[src/sv/approx_log_multiplier_soa_defines.svh]
// Assertion macros shared by the approximate log multiplier RTL.
// Each macro expects signals named clock and reset in the enclosing scope.
`ifndef APPROX_LOG_MULTIPLIER_SOA_DEFINES_SVH
`define APPROX_LOG_MULTIPLIER_SOA_DEFINES_SVH
`ifndef SYNTHESIS
`define ALM_ASSERT_SAME(lbl, cond_a, cond_b) \
   lbl: assert property (@(posedge clock) disable iff (reset) (cond_a) |-> (cond_b)) \
      else $error("same-cycle check failed");
`define ALM_ASSERT_NEXT(lbl, cond_a, cond_b) \
   lbl: assert property (@(posedge clock) disable iff (reset) (cond_a) |=> (cond_b)) \
      else $error("next-cycle check failed");
`else
`define ALM_ASSERT_SAME(lbl, cond_a, cond_b)
`define ALM_ASSERT_NEXT(lbl, cond_a, cond_b)
`endif
`endif

[src/sv/alm_pkg.sv]
package alm_pkg;

   localparam int OPERAND_BITS = 8;
   localparam int FRAC_BITS    = OPERAND_BITS - 1;
   localparam int IN_BITS      = 9;
   localparam int PRODUCT_BITS = 16;
   localparam int TRUNC_BITS   = 3;
   localparam int K_BITS       = $clog2(OPERAND_BITS);
   localparam int KL_BITS      = $clog2(2 * (OPERAND_BITS - 1) + 2);
   localparam int SHIFT_BITS   = 3 * OPERAND_BITS - 1;

   localparam logic [TRUNC_BITS-1:0] TRUNC_RESET = TRUNC_BITS'(3);

   // Normalized operand pair after the first stage.
   typedef struct packed {
      logic                  zero;
      logic [K_BITS-1:0]     ka;
      logic [K_BITS-1:0]     kb;
      logic [FRAC_BITS-1:0]  ya;
      logic [FRAC_BITS-1:0]  yb;
      logic [TRUNC_BITS-1:0] w;
   } norm_type;

   // Log-domain sum after the second stage.
   typedef struct packed {
      logic                 zero;
      logic [KL_BITS-1:0]   kl;
      logic [FRAC_BITS-1:0] frac;
   } logsum_type;

endpackage

[src/sv/alm_norm.sv]
module alm_norm (
   input  logic                                clock,
   input  logic                                reset,
   input  logic                                advance,
   input  logic                                in_valid,
   input  logic signed [alm_pkg::IN_BITS-1:0]  operand_a,
   input  logic signed [alm_pkg::IN_BITS-1:0]  operand_b,
   input  logic [alm_pkg::TRUNC_BITS-1:0]      trunc_width,
   output logic                                out_valid,
   output alm_pkg::norm_type                   out_data
);
   import alm_pkg::*;

   // Magnitude of a two's complement word, kept modulo 2^OPERAND_BITS.
   function automatic logic [OPERAND_BITS-1:0] magnitude(input logic [IN_BITS-1:0] v);
      logic [IN_BITS-1:0] m;
      m = v[IN_BITS-1] ? (~v + IN_BITS'(1)) : v;
      return m[OPERAND_BITS-1:0];
   endfunction

   // Position of the highest set bit.
   function automatic logic [K_BITS-1:0] lead_one(input logic [OPERAND_BITS-1:0] v);
      logic [K_BITS-1:0] pos;
      pos = '0;
      for (int i = 0; i < OPERAND_BITS; i++) begin
         if (v[i]) begin
            pos = K_BITS'(i);
         end
      end
      return pos;
   endfunction

   logic [OPERAND_BITS-1:0] mag_a, mag_b;
   logic                    valid_ff, valid_in;
   norm_type                data_ff, data_in;

   always_comb begin
      mag_a = magnitude(operand_a);
      mag_b = magnitude(operand_b);
      data_in.zero = (mag_a == '0) || (mag_b == '0);
      data_in.ka   = lead_one(mag_a);
      data_in.kb   = lead_one(mag_b);
      data_in.ya   = FRAC_BITS'(mag_a << (K_BITS'(FRAC_BITS) - data_in.ka));
      data_in.yb   = FRAC_BITS'(mag_b << (K_BITS'(FRAC_BITS) - data_in.kb));
      data_in.w    = (trunc_width > TRUNC_BITS'(FRAC_BITS)) ?
                     TRUNC_BITS'(FRAC_BITS) : trunc_width;
      valid_in     = advance ? in_valid : valid_ff;
   end

   always_ff @(posedge clock) begin
      if (reset) begin
         valid_ff <= 1'b0;
      end else begin
         valid_ff <= valid_in;
      end
   end

   always_ff @(posedge clock) begin
      if (advance) begin
         data_ff <= data_in;
      end
   end

   assign out_valid = valid_ff;
   assign out_data  = data_ff;

endmodule

[src/sv/alm_fadd.sv]
module alm_fadd (
   input  logic                clock,
   input  logic                reset,
   input  logic                advance,
   input  logic                in_valid,
   input  alm_pkg::norm_type   in_data,
   output logic                out_valid,
   output alm_pkg::logsum_type out_data
);
   import alm_pkg::*;

   localparam logic [FRAC_BITS-1:0] FRAC_ONES = '1;

   logic [FRAC_BITS-1:0] ones, keep, both_shift;
   logic [FRAC_BITS:0]   carry, sum;
   logic                 valid_ff, valid_in;
   logsum_type           data_ff, data_in;

   always_comb begin
      ones       = ~(FRAC_ONES << in_data.w);
      keep       = ~ones;
      both_shift = (in_data.ya & in_data.yb) >> (in_data.w - TRUNC_BITS'(1));
      carry      = ((in_data.w != '0) && both_shift[0]) ?
                   ((FRAC_BITS+1)'(1) << in_data.w) : '0;
      sum        = ({1'b0, in_data.ya & keep} + {1'b0, in_data.yb & keep} + carry)
                   | {1'b0, ones};
      data_in.zero = in_data.zero;
      data_in.kl   = KL_BITS'(in_data.ka) + KL_BITS'(in_data.kb)
                     + KL_BITS'(sum[FRAC_BITS]);
      data_in.frac = sum[FRAC_BITS-1:0];
      valid_in     = advance ? in_valid : valid_ff;
   end

   always_ff @(posedge clock) begin
      if (reset) begin
         valid_ff <= 1'b0;
      end else begin
         valid_ff <= valid_in;
      end
   end

   always_ff @(posedge clock) begin
      if (advance) begin
         data_ff <= data_in;
      end
   end

   assign out_valid = valid_ff;
   assign out_data  = data_ff;

endmodule

[src/sv/alm_antilog.sv]
module alm_antilog (
   input  logic                              clock,
   input  logic                              reset,
   input  logic                              advance,
   input  logic                              in_valid,
   input  alm_pkg::logsum_type               in_data,
   output logic                              out_valid,
   output logic [alm_pkg::PRODUCT_BITS-1:0]  out_product
);
   import alm_pkg::*;

   logic [SHIFT_BITS-1:0]   wide;
   logic [PRODUCT_BITS-1:0] product_ff, product_in;
   logic                    valid_ff, valid_in;

   always_comb begin
      // The hidden one is restored before the mantissa is scaled by 2^kl.
      wide       = SHIFT_BITS'({1'b1, in_data.frac}) << in_data.kl;
      product_in = in_data.zero ? '0 : PRODUCT_BITS'(wide >> FRAC_BITS);
      valid_in   = advance ? in_valid : valid_ff;
   end

   always_ff @(posedge clock) begin
      if (reset) begin
         valid_ff <= 1'b0;
      end else begin
         valid_ff <= valid_in;
      end
   end

   always_ff @(posedge clock) begin
      if (advance) begin
         product_ff <= product_in;
      end
   end

   assign out_valid   = valid_ff;
   assign out_product = product_ff;

endmodule

[src/sv/approx_log_multiplier_soa.sv]
// Approximate multiplier for error-tolerant streams: each word carries two
// signed 9-bit operands and returns the unsigned 16-bit magnitude of their
// product, computed in the log domain with a Mitchell approximation and a
// set-one adder. The operand magnitudes are taken modulo 256, so a zero or
// -256 operand yields zero. The low trunc_width fraction bits (reset 3)
// are dropped and forced to one, which trades accuracy for a shorter adder.
// The pipeline has three register stages: normalization with leading-one
// detection, the fraction add, and the antilog shift. A word is accepted
// every cycle while the result channel is not stalled, and each result passes
// through the normalization, add and antilog registers in turn. A stall on the result side holds
// the whole pipeline in place. trunc_width is to be written only while no
// words are in flight; csr_ready is always high.
module approx_log_multiplier_soa (
   input  logic                                clock,
   input  logic                                reset,
   input  logic                                req_valid,
   output logic                                req_ready,
   input  logic signed [alm_pkg::IN_BITS-1:0]  req_operand_a,
   input  logic signed [alm_pkg::IN_BITS-1:0]  req_operand_b,
   output logic                                rsp_valid,
   input  logic                                rsp_ready,
   output logic [alm_pkg::PRODUCT_BITS-1:0]    rsp_product_mag,
   input  logic                                csr_valid,
   output logic                                csr_ready,
   input  logic [alm_pkg::TRUNC_BITS-1:0]      csr_trunc_width
);
   import alm_pkg::*;

`include "approx_log_multiplier_soa_defines.svh"

   logic [TRUNC_BITS-1:0] trunc_width_ff, trunc_width_in;
   logic                  advance;
   logic                  s1_valid, s2_valid;
   norm_type              s1_data;
   logsum_type            s2_data;

   // The pipeline moves whenever the output register is empty or being
   // drained, so a full pipeline with a ready consumer takes a word each cycle.
   assign advance   = !rsp_valid || rsp_ready;
   assign req_ready = advance;
   assign csr_ready = 1'b1;

   always_comb begin
      trunc_width_in = (csr_valid && csr_ready) ? csr_trunc_width : trunc_width_ff;
   end

   always_ff @(posedge clock) begin
      if (reset) begin
         trunc_width_ff <= TRUNC_RESET;
      end else begin
         trunc_width_ff <= trunc_width_in;
      end
   end

   alm_norm u_norm (
      .clock       (clock),
      .reset       (reset),
      .advance     (advance),
      .in_valid    (req_valid),
      .operand_a   (req_operand_a),
      .operand_b   (req_operand_b),
      .trunc_width (trunc_width_ff),
      .out_valid   (s1_valid),
      .out_data    (s1_data)
   );

   alm_fadd u_fadd (
      .clock     (clock),
      .reset     (reset),
      .advance   (advance),
      .in_valid  (s1_valid),
      .in_data   (s1_data),
      .out_valid (s2_valid),
      .out_data  (s2_data)
   );

   alm_antilog u_antilog (
      .clock       (clock),
      .reset       (reset),
      .advance     (advance),
      .in_valid    (s2_valid),
      .in_data     (s2_data),
      .out_valid   (rsp_valid),
      .out_product (rsp_product_mag)
   );

   // A word in the first stage reaches the second when the pipeline moves.
   `ALM_ASSERT_NEXT(a_s1_to_s2, advance && s1_valid, s2_valid)
   // A stalled pipeline keeps its occupancy.
   `ALM_ASSERT_NEXT(a_stall_holds, !advance, $stable(s1_valid) && $stable(s2_valid))
   // A zero operand always produces a zero word.
   `ALM_ASSERT_NEXT(a_zero_result, advance && s2_valid && s2_data.zero,
                    rsp_valid && (rsp_product_mag == '0))
   // With nonzero operands the hidden one makes the product at least one.
   `ALM_ASSERT_NEXT(a_nonzero_result, advance && s2_valid && !s2_data.zero,
                    rsp_valid && (rsp_product_mag != '0))

endmodule

[config.mk]
export PLATFORM = sky130hd
export DESIGN_NAME = approx_log_multiplier_soa
export DESIGN_NICKNAME = d
export VERILOG_FILES = /design/src/sv/alm_pkg.sv /design/src/sv/alm_norm.sv /design/src/sv/alm_fadd.sv /design/src/sv/alm_antilog.sv /design/src/sv/approx_log_multiplier_soa.sv
export VERILOG_INCLUDE_DIRS = /design/src /design/src/sv
export SDC_FILE = /design/constraint.sdc
export NUM_CORES = 1
export LEC_CHECK = 0
export BUFFER_PORTS_ARGS = -buffer_cell sky130_fd_sc_hd__clkbuf_2
export CAP_MARGIN = 20
export CORE_UTILIZATION = 45
export CTS_CLUSTER_SIZE = 30
export DETAILED_ROUTE_END_ITERATION = 8
export PLACE_DENSITY_LB_ADDON = 0.25
export SYNTH_ARGS = -nofsm -noshare
export SYNTH_HDL_FRONTEND = slang
export SYNTH_SLANG_ARGS = --single-unit
[constraint.sdc]
create_clock -name clock -period 6.15 [get_ports clock]
set_input_delay 0 -clock clock [delete_from_list [all_inputs] [get_ports clock]]
set_output_delay 0 -clock clock [all_outputs]
set_load 0.01 [all_outputs]
Word level (Yosys, flattened, before mapping) --
Cells that the tools add are included.
Storage, ports and cells: memory bits (read-only) 0, word-level logic and storage cells 62, bits in latches 0, output and inout bits 19, RAM bits 0, register bits after elaboration 58, memories kept 0, bits of input ports 26
Cells by class: shift-type cells 6, $add $sub $neg 9, multiplexer cells 17, multiply operators 0, bitwise operators 8, reductions and logical operators 7, magnitude comparators 1, div/mod/pow operators 0, equality and inequality tests 0
Operator list (number):
- $mux W3 | 8
- $mux W8 | 3
- $shl A8 B4 Y23 | 1
- $and A7 B7 Y7 | 3
- $add A8 B1 Y8 const B | 2
- $logic_not A8 Y1 | 2
- $not A8 Y8 | 2
- $shl A8 B3 Y7 | 2
- $not A7 Y7 | 2
- $add A7 B7 Y8 | 1
- $add A8 B8 Y8 | 1
- $mux W2 | 4
- $or A8 B7 Y8 | 1
- $shl A1 B3 Y8 const A | 1
- $shl A7 B3 Y7 const A | 1
- $shr A7 B3 Y1 | 1
- $sub A3 B3 Y3 const A | 2
- $add A3 B3 Y4 | 1
- $add A4 B1 Y4 | 1
- $gt A3 B3 Y1 const B | 1
- $reduce_bool A3 Y1 | 1
- $sub A3 B1 Y3 const B | 1
- $logic_or A1 B1 Y1 | 2
- $mux W1 | 2
- 2 further kinds | 2

Logic depth before layout (Yosys ltp) --
Gate-level depths: netlist (run 1).
depth after elaboration 12, gate-level depth with buffers 22, mapped depth without buffers 22

Modules after synthesis --
From an unflattened synthesis (run 1), not the netlist that was laid out.
Second synthesis, totals: cell total of the unflattened synthesis 461, area, all modules 4513.1 µm²
By module, submodules not included:
- alm_norm | area an instance 2031.9 µm², seq. area each 740.7 µm², cells an instance 227, times used 1
- alm_fadd | area an instance 1331.3 µm², seq. area each 380.4 µm², cells an instance 136, times used 1
- alm_antilog | area an instance 1028.5 µm², seq. area each 500.5 µm², cells an instance 86, times used 1
- approx_log_multiplier_soa | area an instance 121.4 µm², seq. area each 60.1 µm², cells an instance 12, times used 1

Least setup slack after synthesis (run 1) --
Ideal clock, no wire load.
kind register -> register, from reg u_norm.data_ff, in the netlist u_norm.out_data[0], to reg u_fadd.data_ff, in the netlist u_fadd.out_data[9], data pin, cell stages (with the launch flop) 23, required time 5.893 ns, setup slack 1.219 ns, path buffers 0, period minus slack after synthesis 4.931 ns, arrival 4.673 ns, path through edfxtp_1 > inv_1 > ha_1 > ha_1 > o211ai_1 > o21ai_0 > a211oi_1 > and2_1 > nand2_1 > fa_1 > inv_1 > ha_1 > fa_1 > a21oi_1 > nor2_1 > nor2_1 > o21bai_1 > a21oi_1 > xor2_1 > xnor2_1 > fa_1 > fa_1 > xor2_1
RTL lines:
- start: declaration | RTL line alm_norm.sv:35 | norm_type data_ff, data_in;
- start signal: assignment | RTL line alm_norm.sv:60 | data_ff <= data_in;
- end signal: assignment | RTL line alm_fadd.sv:44 | data_ff <= data_in;
- end: declaration | RTL line alm_fadd.sv:17 | logsum_type data_ff, data_in;

==> impl_metrics.toml, run 1 <==
[place]
dp_slack_ps = 823
gp_congestion = 0.907
dp_hpwl_microns = 6770
dp.cells = 632
port_buffers = 43

[clock_network]
cts-root-buf = "clkbuf_8"
cts_made_buffers = 9
clock_latency_ps = 320
post_cts_resized = 0
cts.clk_slew.worst_paths_ps = 60
h-tree-depth = 3
clkSinkCount = 58
post_cts_buffers = 0
cts_tree = "built"
cts_buffer_depth = 2

[sta]
rsz0062_at_grt = "no"
finalSetupViolCount = 0
clock_skew_ps = 8.75
setup_slack_ps = 853
setup_tns_ps = 0
fmax_mhz = 189
slew_headroom = 0.332
tightest_slew_ps = 1000
fin_crit_ps = 5300
fin_crit_sh = 0.861
hold_viol = 0
slew_viol_final = 0

[yosys]
ys_seq_area_frac = 0.377
async_reset_ff_frac = 0
syn_nets = 538
ys_ff_latch = 58
yosysUniqueCellTypes = 72
dominantRegCellSynth = "edfxtp_1"
syn_avg_cell_area_sq_um = 9.23
synth-edff-count = 52
postSynthCellCount = 484
syn_area_sq_um = 4470
ys_warn_count = 0

[hold_path]
hp-class = "primary input to flop"
min_from = "req_operand_a[0]"

[grt]
gr-usage-met1 = 0.230
overflow = 0
grt_max_degree = 57
grt_pass1_wl_microns = 14900
grt_usage = 0.184
first_global_vias = 3305
grt_use_met3 = 0.0304
grt.met2_usage = 0.322
grt_busiest_layer = "met2"
antenna_found_initial = 0

[worst_setup_path]
cp-start-kind = "flop"
path_class = "flop to flop"
crit_buf_inv = 2
critical_path.cell_chain = "inv_1, ha_1, ha_1, o211ai_1, o21ai_0, a211oi_1, and2_1, nand2_1, fa_1, inv_1, ha_1, fa_1, a21oi_1, nor2_1, nor2_1, o21bai_1, a21oi_1, xor2_1, xnor2_1, fa_1, fa_1, xor2_1"
arrival_ps = 5370
path_max_fanout = 11
crit_start = "u_norm.out_data[0]"
crit_path_end_kind = "flop"
crit_top_cell = "fa_1"
required_ps = 6220
crit_family = "adder cells"
cpMaxStageDelayCell = "edfxtp_1"
r2r-start = "u_norm.out_data[0]"
cp_slowest_stage_delay_ps = 530

[floorplanning]
start_util = 0.474
die_w_microns = 102
die_area_sq_um = 10300
boundaryPins = 45
rows = 35
coreArea_sq_um = 9420
die_h_microns = 102

[cells_and_area]
layoutNonFillerInstCount = 656
final_nets = 577
area_growth_pct = 12.2
fin_util = 0.532
final_common_cell = "nor2_1"
layout_common_cells = "nor2_1 (56), nand2_1 (54), edfxtp_1 (52)"
final_layout_size_suffix_gt1_frac = 0.142
diodes = 0

[routing]
route.detailed.drc = 0
drt_iter0_markers = 98
vias_per_cell = 5.55
drt_first_pass_iters = 6
finalWirelength_microns = 8930
detail-route-antenna-nets = 0
wire_per_inst_microns = 13.6
vias = 3639

[run_status]
status = "finished, final reports clean"

[power_and_ir_drop]
leakage_nw = 2.13
p_per_area_nw_per_um2 = 296
vdd_drop_max_mv = 0.158

[flow_run]
maxCapViolCount = 0
-- final cells by class --
| cell class | instances | area, sq um |
|---|---|---|
| clock buffers | 11 | 131 |
| clock inverters | 4 | 43.8 |
| fillers | 884 | 4400 |
| inverters | 33 | 124 |
| multi-input cells | 367 | 2550 |
| flip-flops and latches | 58 | 1680 |
| well taps | 129 | 161 |
| repair buffers | 54 | 320 |
-- sequential cells by signal, summed over array words and instances (netlist names) --
| register | count |
|---|---|
| u_norm.out_data | 24 |
| u_antilog.out_product | 16 |
| u_fadd.out_data | 12 |
| trunc_width_ff | 3 |
| u_antilog.out_valid | 1 |
| u_fadd.out_valid | 1 |
| u_norm.out_valid | 1 |
-- synthesized netlist by cell type (4+ instances only) --
cell,count,share of area
o31ai_1,9,0.015
clkbuf_1,18,0.015
inv_1,33,0.028
o21bai_1,5,0.0084
o21ai_0,14,0.016
mux2i_1,15,0.034
o21ai_1,4,0.0045
nand3_1,12,0.013
nor2b_1,5,0.0070
o22ai_1,4,0.0056
a31oi_1,9,0.013
a21oi_1,23,0.026
nor2_1,56,0.047
a21o_1,5,0.0084
a32oi_1,4,0.0078
and2_1,4,0.0056
a211oi_1,4,0.0067
nand2_1,54,0.045
ha_1,18,0.050
nand2b_1,14,0.020
fa_1,10,0.045
nor3_1,4,0.0045
xnor2_1,10,0.020
xor2_1,7,0.014
edfxtp_1,52,0.35
mux2_2,4,0.010
dfxtp_1,6,0.027
and3_1,5,0.0070
-- per-stage QoR --
stage | instance area, sq um | total power [mW] | hold slack, ps
2_1_floorplan | 4470 | 1.03 | 69.1
3_3_place_gp | 4750 | 1.16 | 215
3_5_place_dp | 4750 | 1.17 | 210
4_1_cts | 5010 | 1.50 | 283
5_1_grt | 5010 | 1.60 | 309
6_report | 5010 | 1.49 | 296
-- tightest hold or removal path: cells and delay by family --
family / cells / cell delay (ps)
buffers and inverters: 1 / 240
AOI/OAI and AO/OA: 2 / 240
-- final timing paths --
path | slack [ps] | endpoint | depth (start not counted)
max reg2reg | 850 | u_fadd.out_data[9] | 22
min reg2reg | 430 | u_fadd.out_data[11] | 0
min | 300 | u_norm.out_data[12] | 3
max | 850 | u_fadd.out_data[9] | 22
-- kinds of logic after synthesis --
family | after synthesis | share of synthesized area
xor gates and xnor gates | 17 | 0.0333
adders and majority gates | 28 | 0.0953
buffers and inverters | 59 | 0.0532
DFF | 58 | 0.377
muxes | 19 | 0.0437
AOI/OAI and AO/OA | 125 | 0.205
other | 2 | 0.00168
and+or+nand+nor | 176 | 0.191
-- report_power, final --
part | switching (mW) | total (mW) | internal (mW)
logic | 0.301 | 0.536 | 0.235
clock network | 0.136 | 0.318 | 0.182
registers | 0.0728 | 0.631 | 0.558
total | 0.510 | 1.49 | 0.976
-- routing by layer --
layer | up-vias | wire length, microns
met5 | - | 0
met4 | 0 | 102
met3 | 8 | 355
met2 | 82 | 4480
met1 | 1719 | 3990
li1 | 1830 | -
-- what timing repair did --
item / 4_1_cts / 5_1_grt
endpoints found under the setup margin: 0 / 0
hold buffers: 9 / 0
endpoints found under the hold margin: 6 / 0
(Power assumes the default switching activity.)
==> run 2: changes to the inputs <==
- ABC_AREA: unset -> 1
==> run 2 against run 1 <==
Against the previous run: largest power group unchanged; critical path type unchanged; die area is 6.2% lower; the flow now finishes with violations (design-rule violations); count of clock-buffer cells in the layout is 2 lower; highest routed layer unchanged; non-clock buffer count is 1 higher; sequential power is 1% lower; critical endpoint unchanged; synthesized cell count is 6.8% higher; utilization is 0.81 points higher; area after synthesis is 6.3% lower; register-to-register slack worse by 240 ps; worst setup slack worse by 240 ps.
==> impl_metrics.toml, run 2 <==
[power_and_ir_drop]
p_seq_frac = 0.417
p_sw_uw = 582
clockPowerShare = 0.209
internal-power_uw = 917
p_sw_frac = 0.388
p_per_area_nw_per_um2 = 314
power_frac_comb = 0.374
leakage_nw = 2.36
vdd_drop_max_mv = 0.138
finalPower_mw = 1.50

[worst_setup_path]
crit_cells = 24
r2r-start = "u_norm.out_data[0]"
reg2reg_to = "u_fadd.out_data[9]"
path_max_fanout = 7
cpMaxStageDelayCell = "fa_1"
crit_family = "adder cells"
r2r_cells = 24
endpoint = "u_fadd.out_data[9]"
crit_start = "u_norm.out_data[0]"
crit_path_end_kind = "flop"
crit_buf_inv = 4
required_ps = 6240
path_class = "flop to flop"
critical_path.cell_chain = "inv_1, ha_1, ha_1, inv_1, o311ai_0, nand3_1, nor2_1, nand2_1, fa_1, inv_1, ha_1, fa_1, nand3_1, nand2_1, a21oi_1, nor2_1, nor2_1, xor2_1, inv_1, nand2_1, nand2_1, fa_1, fa_1, xor2_1"
arrival_ps = 5630
r2r_setup_slack_ps = 610
cp-start-kind = "flop"
cp_slowest_stage_delay_ps = 490

[yosys]
syn_avg_cell_area_sq_um = 8.09
yosysUniqueCellTypes = 43
async_reset_ff_frac = 0
syn_nets = 571
synth_top_area_frac = 0.373
dominantRegCellSynth = "edfxtp_1"
synth.largest_area_cell = "edfxtp_1"
ys_ff_latch = 58
yosys-top-cells-area = "edfxtp_1 (37%), nand2_1 (11%), nand3_1 (7.1%), inv_1 (5.8%), ha_1 (5.4%)"
syn_area_sq_um = 4180
ys_top_cells_by_count = "nand2_1 (126), inv_1 (65), nand3_1 (59)"
synth-edff-count = 52
yosysMostFrequentCell = "nand2_1"
ys_warn_count = 0
ys_seq_area_frac = 0.402
postSynthCellCount = 517

[sta]
fmax_mhz = 180
setup_tns_ps = 0
slew_viol_final = 0
finalSetupViolCount = 0
slew_headroom = 0.558
hold_viol = 0
holdWs_ps = 25.2
fin_crit_sh = 0.901
rsz0062_at_grt = "no"
setup_slack_ps = 609
clock_skew_ps = 6.81
tightest_slew_ps = 663
fin_crit_ps = 5540

[hold_path]
hp-class = "primary input to flop"
min_from = "csr_valid"

[floorplanning]
boundaryPins = 45
die_w_microns = 98.4
start_util = 0.473
die_h_microns = 98.4
die_area_sq_um = 9680
rows = 34
coreArea_sq_um = 8850

[routing]
top_layer = "met4"
wl_met3_microns = 271
finalWirelength_microns = 8260
vias_per_cell = 5.05
met1_length_microns = 3580
wire_per_inst_microns = 12.0
drt_first_pass_iters = 6
wl_met2_microns = 4230
drt_iter0_markers = 155
detail-route-antenna-nets = 0
route.detailed.drc = 2
vias = 3472

[grt]
first_global_vias = 3412
antenna_found_initial = 0
grt_max_degree = 55
overflow = 0
grt_pass1_wl_microns = 14100
grt_usage = 0.181

[place]
gp_congestion = 0.963
dp_hpwl_microns = 6340
dp_slack_ps = 679
port_buffers = 43

[clock_network]
cts_tree = "built"
cts_made_buffers = 9
clock_latency_ps = 330
post_cts_resized = 0
clkSinkCount = 58
h-tree-depth = 3
cts.clk_slew.worst_paths_ps = 80
cts-root-buf = "clkbuf_8"
cts_buffer_depth = 2

[flow_run]
maxCapViolCount = 0

[cells_and_area]
fin_util = 0.540
diodes = 0
layout_common_cells = "nand2_1 (126), inv_1 (64), nand3_1 (59)"
final_layout_size_suffix_gt1_frac = 0.216
area_growth_pct = 14.3
final_common_cell = "nand2_1"
largest_reg_flops = 24
final_nets = 629

[run_status]
violations = "design-rule violations"
status = "finished with violations"
-- run 2: cell count changes in the layout (fill, tap and decap cells not counted), moves of 6 or more --
cell | before | now
a31oi_1 | 9 | 2
nand4_1 | 1 | 7
inv_2 | 0 | 16
o31ai_1 | 9 | 1
nor2_1 | 56 | 46
nand2_1 | 54 | 126
nand3_1 | 12 | 59
o21ai_0 | 14 | 20
mux2i_1 | 15 | 1
xnor2_1 | 10 | 0
inv_1 | 33 | 64
nand2b_1 | 13 | 0
nand2_2 | 0 | 25
a21oi_1 | 23 | 9
-- run 2: power by group through the flow --
stage / logic [mW] / registers (mW) / clock network [mW]
6_report: 0.561 / 0.625 / 0.313
5_1_grt: 0.636 / 0.638 / 0.337
4_1_cts: 0.559 / 0.625 / 0.322
3_5_place_dp: 0.551 / 0.634 / 0
3_3_place_gp: 0.537 / 0.633 / 0
2_1_floorplan: 0.394 / 0.634 / 0
-- run 2: layout make-up --
cell class	count	area (sq um)
inverter	83	317
clock inverter	7	55.1
timing repair buffer	55	333
multi-input combinational	368	2140
sequential	58	1680
clock buffer	9	124
tap	108	135
fill	845	4070
-- run 2: metrics by stage --
stage,area (sq um),std cells
after floorplan,4180,517
after global placement,4490,661
after detailed placement,4490,661
after CTS,4780,688
after global routing,4780,688
final,4780,688
-- run 2: what timing repair did --
item | CTS | global route
setup buffers | 0 | 0
hold buffers | 11 | 0
endpoints found under the hold margin | 6 | 0
-- run 2: worst min-delay path by stage --
stage,to,cells after the start
floorplan,u_antilog.out_valid,1
global placement,u_antilog.out_valid,2
detailed placement,u_antilog.out_valid,2
CTS,trunc_width_ff[0],4
global route,trunc_width_ff[0],4
finish,trunc_width_ff[0],4
-- run 2: worst min-delay path, cell delays in order --
cell and delay [ps]:
clkbuf_2 110, inv_1 90, nand2_1 60, nand3_1 60
-- run 2: per-layer routing --
layer	vias to the layer above	global-route usage
met3	14	0.0333
met5	-	0
met1	1580	0.206
li1	1800	-
met4	0	0.0746
met2	78	0.332
-- run 2: logic make-up (layout without fill, tap and decap cells) --
| family | Yosys count | in the layout | synth area share |
|---|---|---|---|
| simple gates | 288 | 288 | 0.331 |
| compound gates | 47 | 47 | 0.0694 |
| fa+ha+maj | 28 | 28 | 0.102 |
| other cells | 2 | 2 | 0.00180 |
| flops | 58 | 58 | 0.402 |
| mux | 1 | 1 | 0.00239 |
| xor+xnor | 2 | 2 | 0.00419 |
| buf+inv | 91 | 154 | 0.0873 |
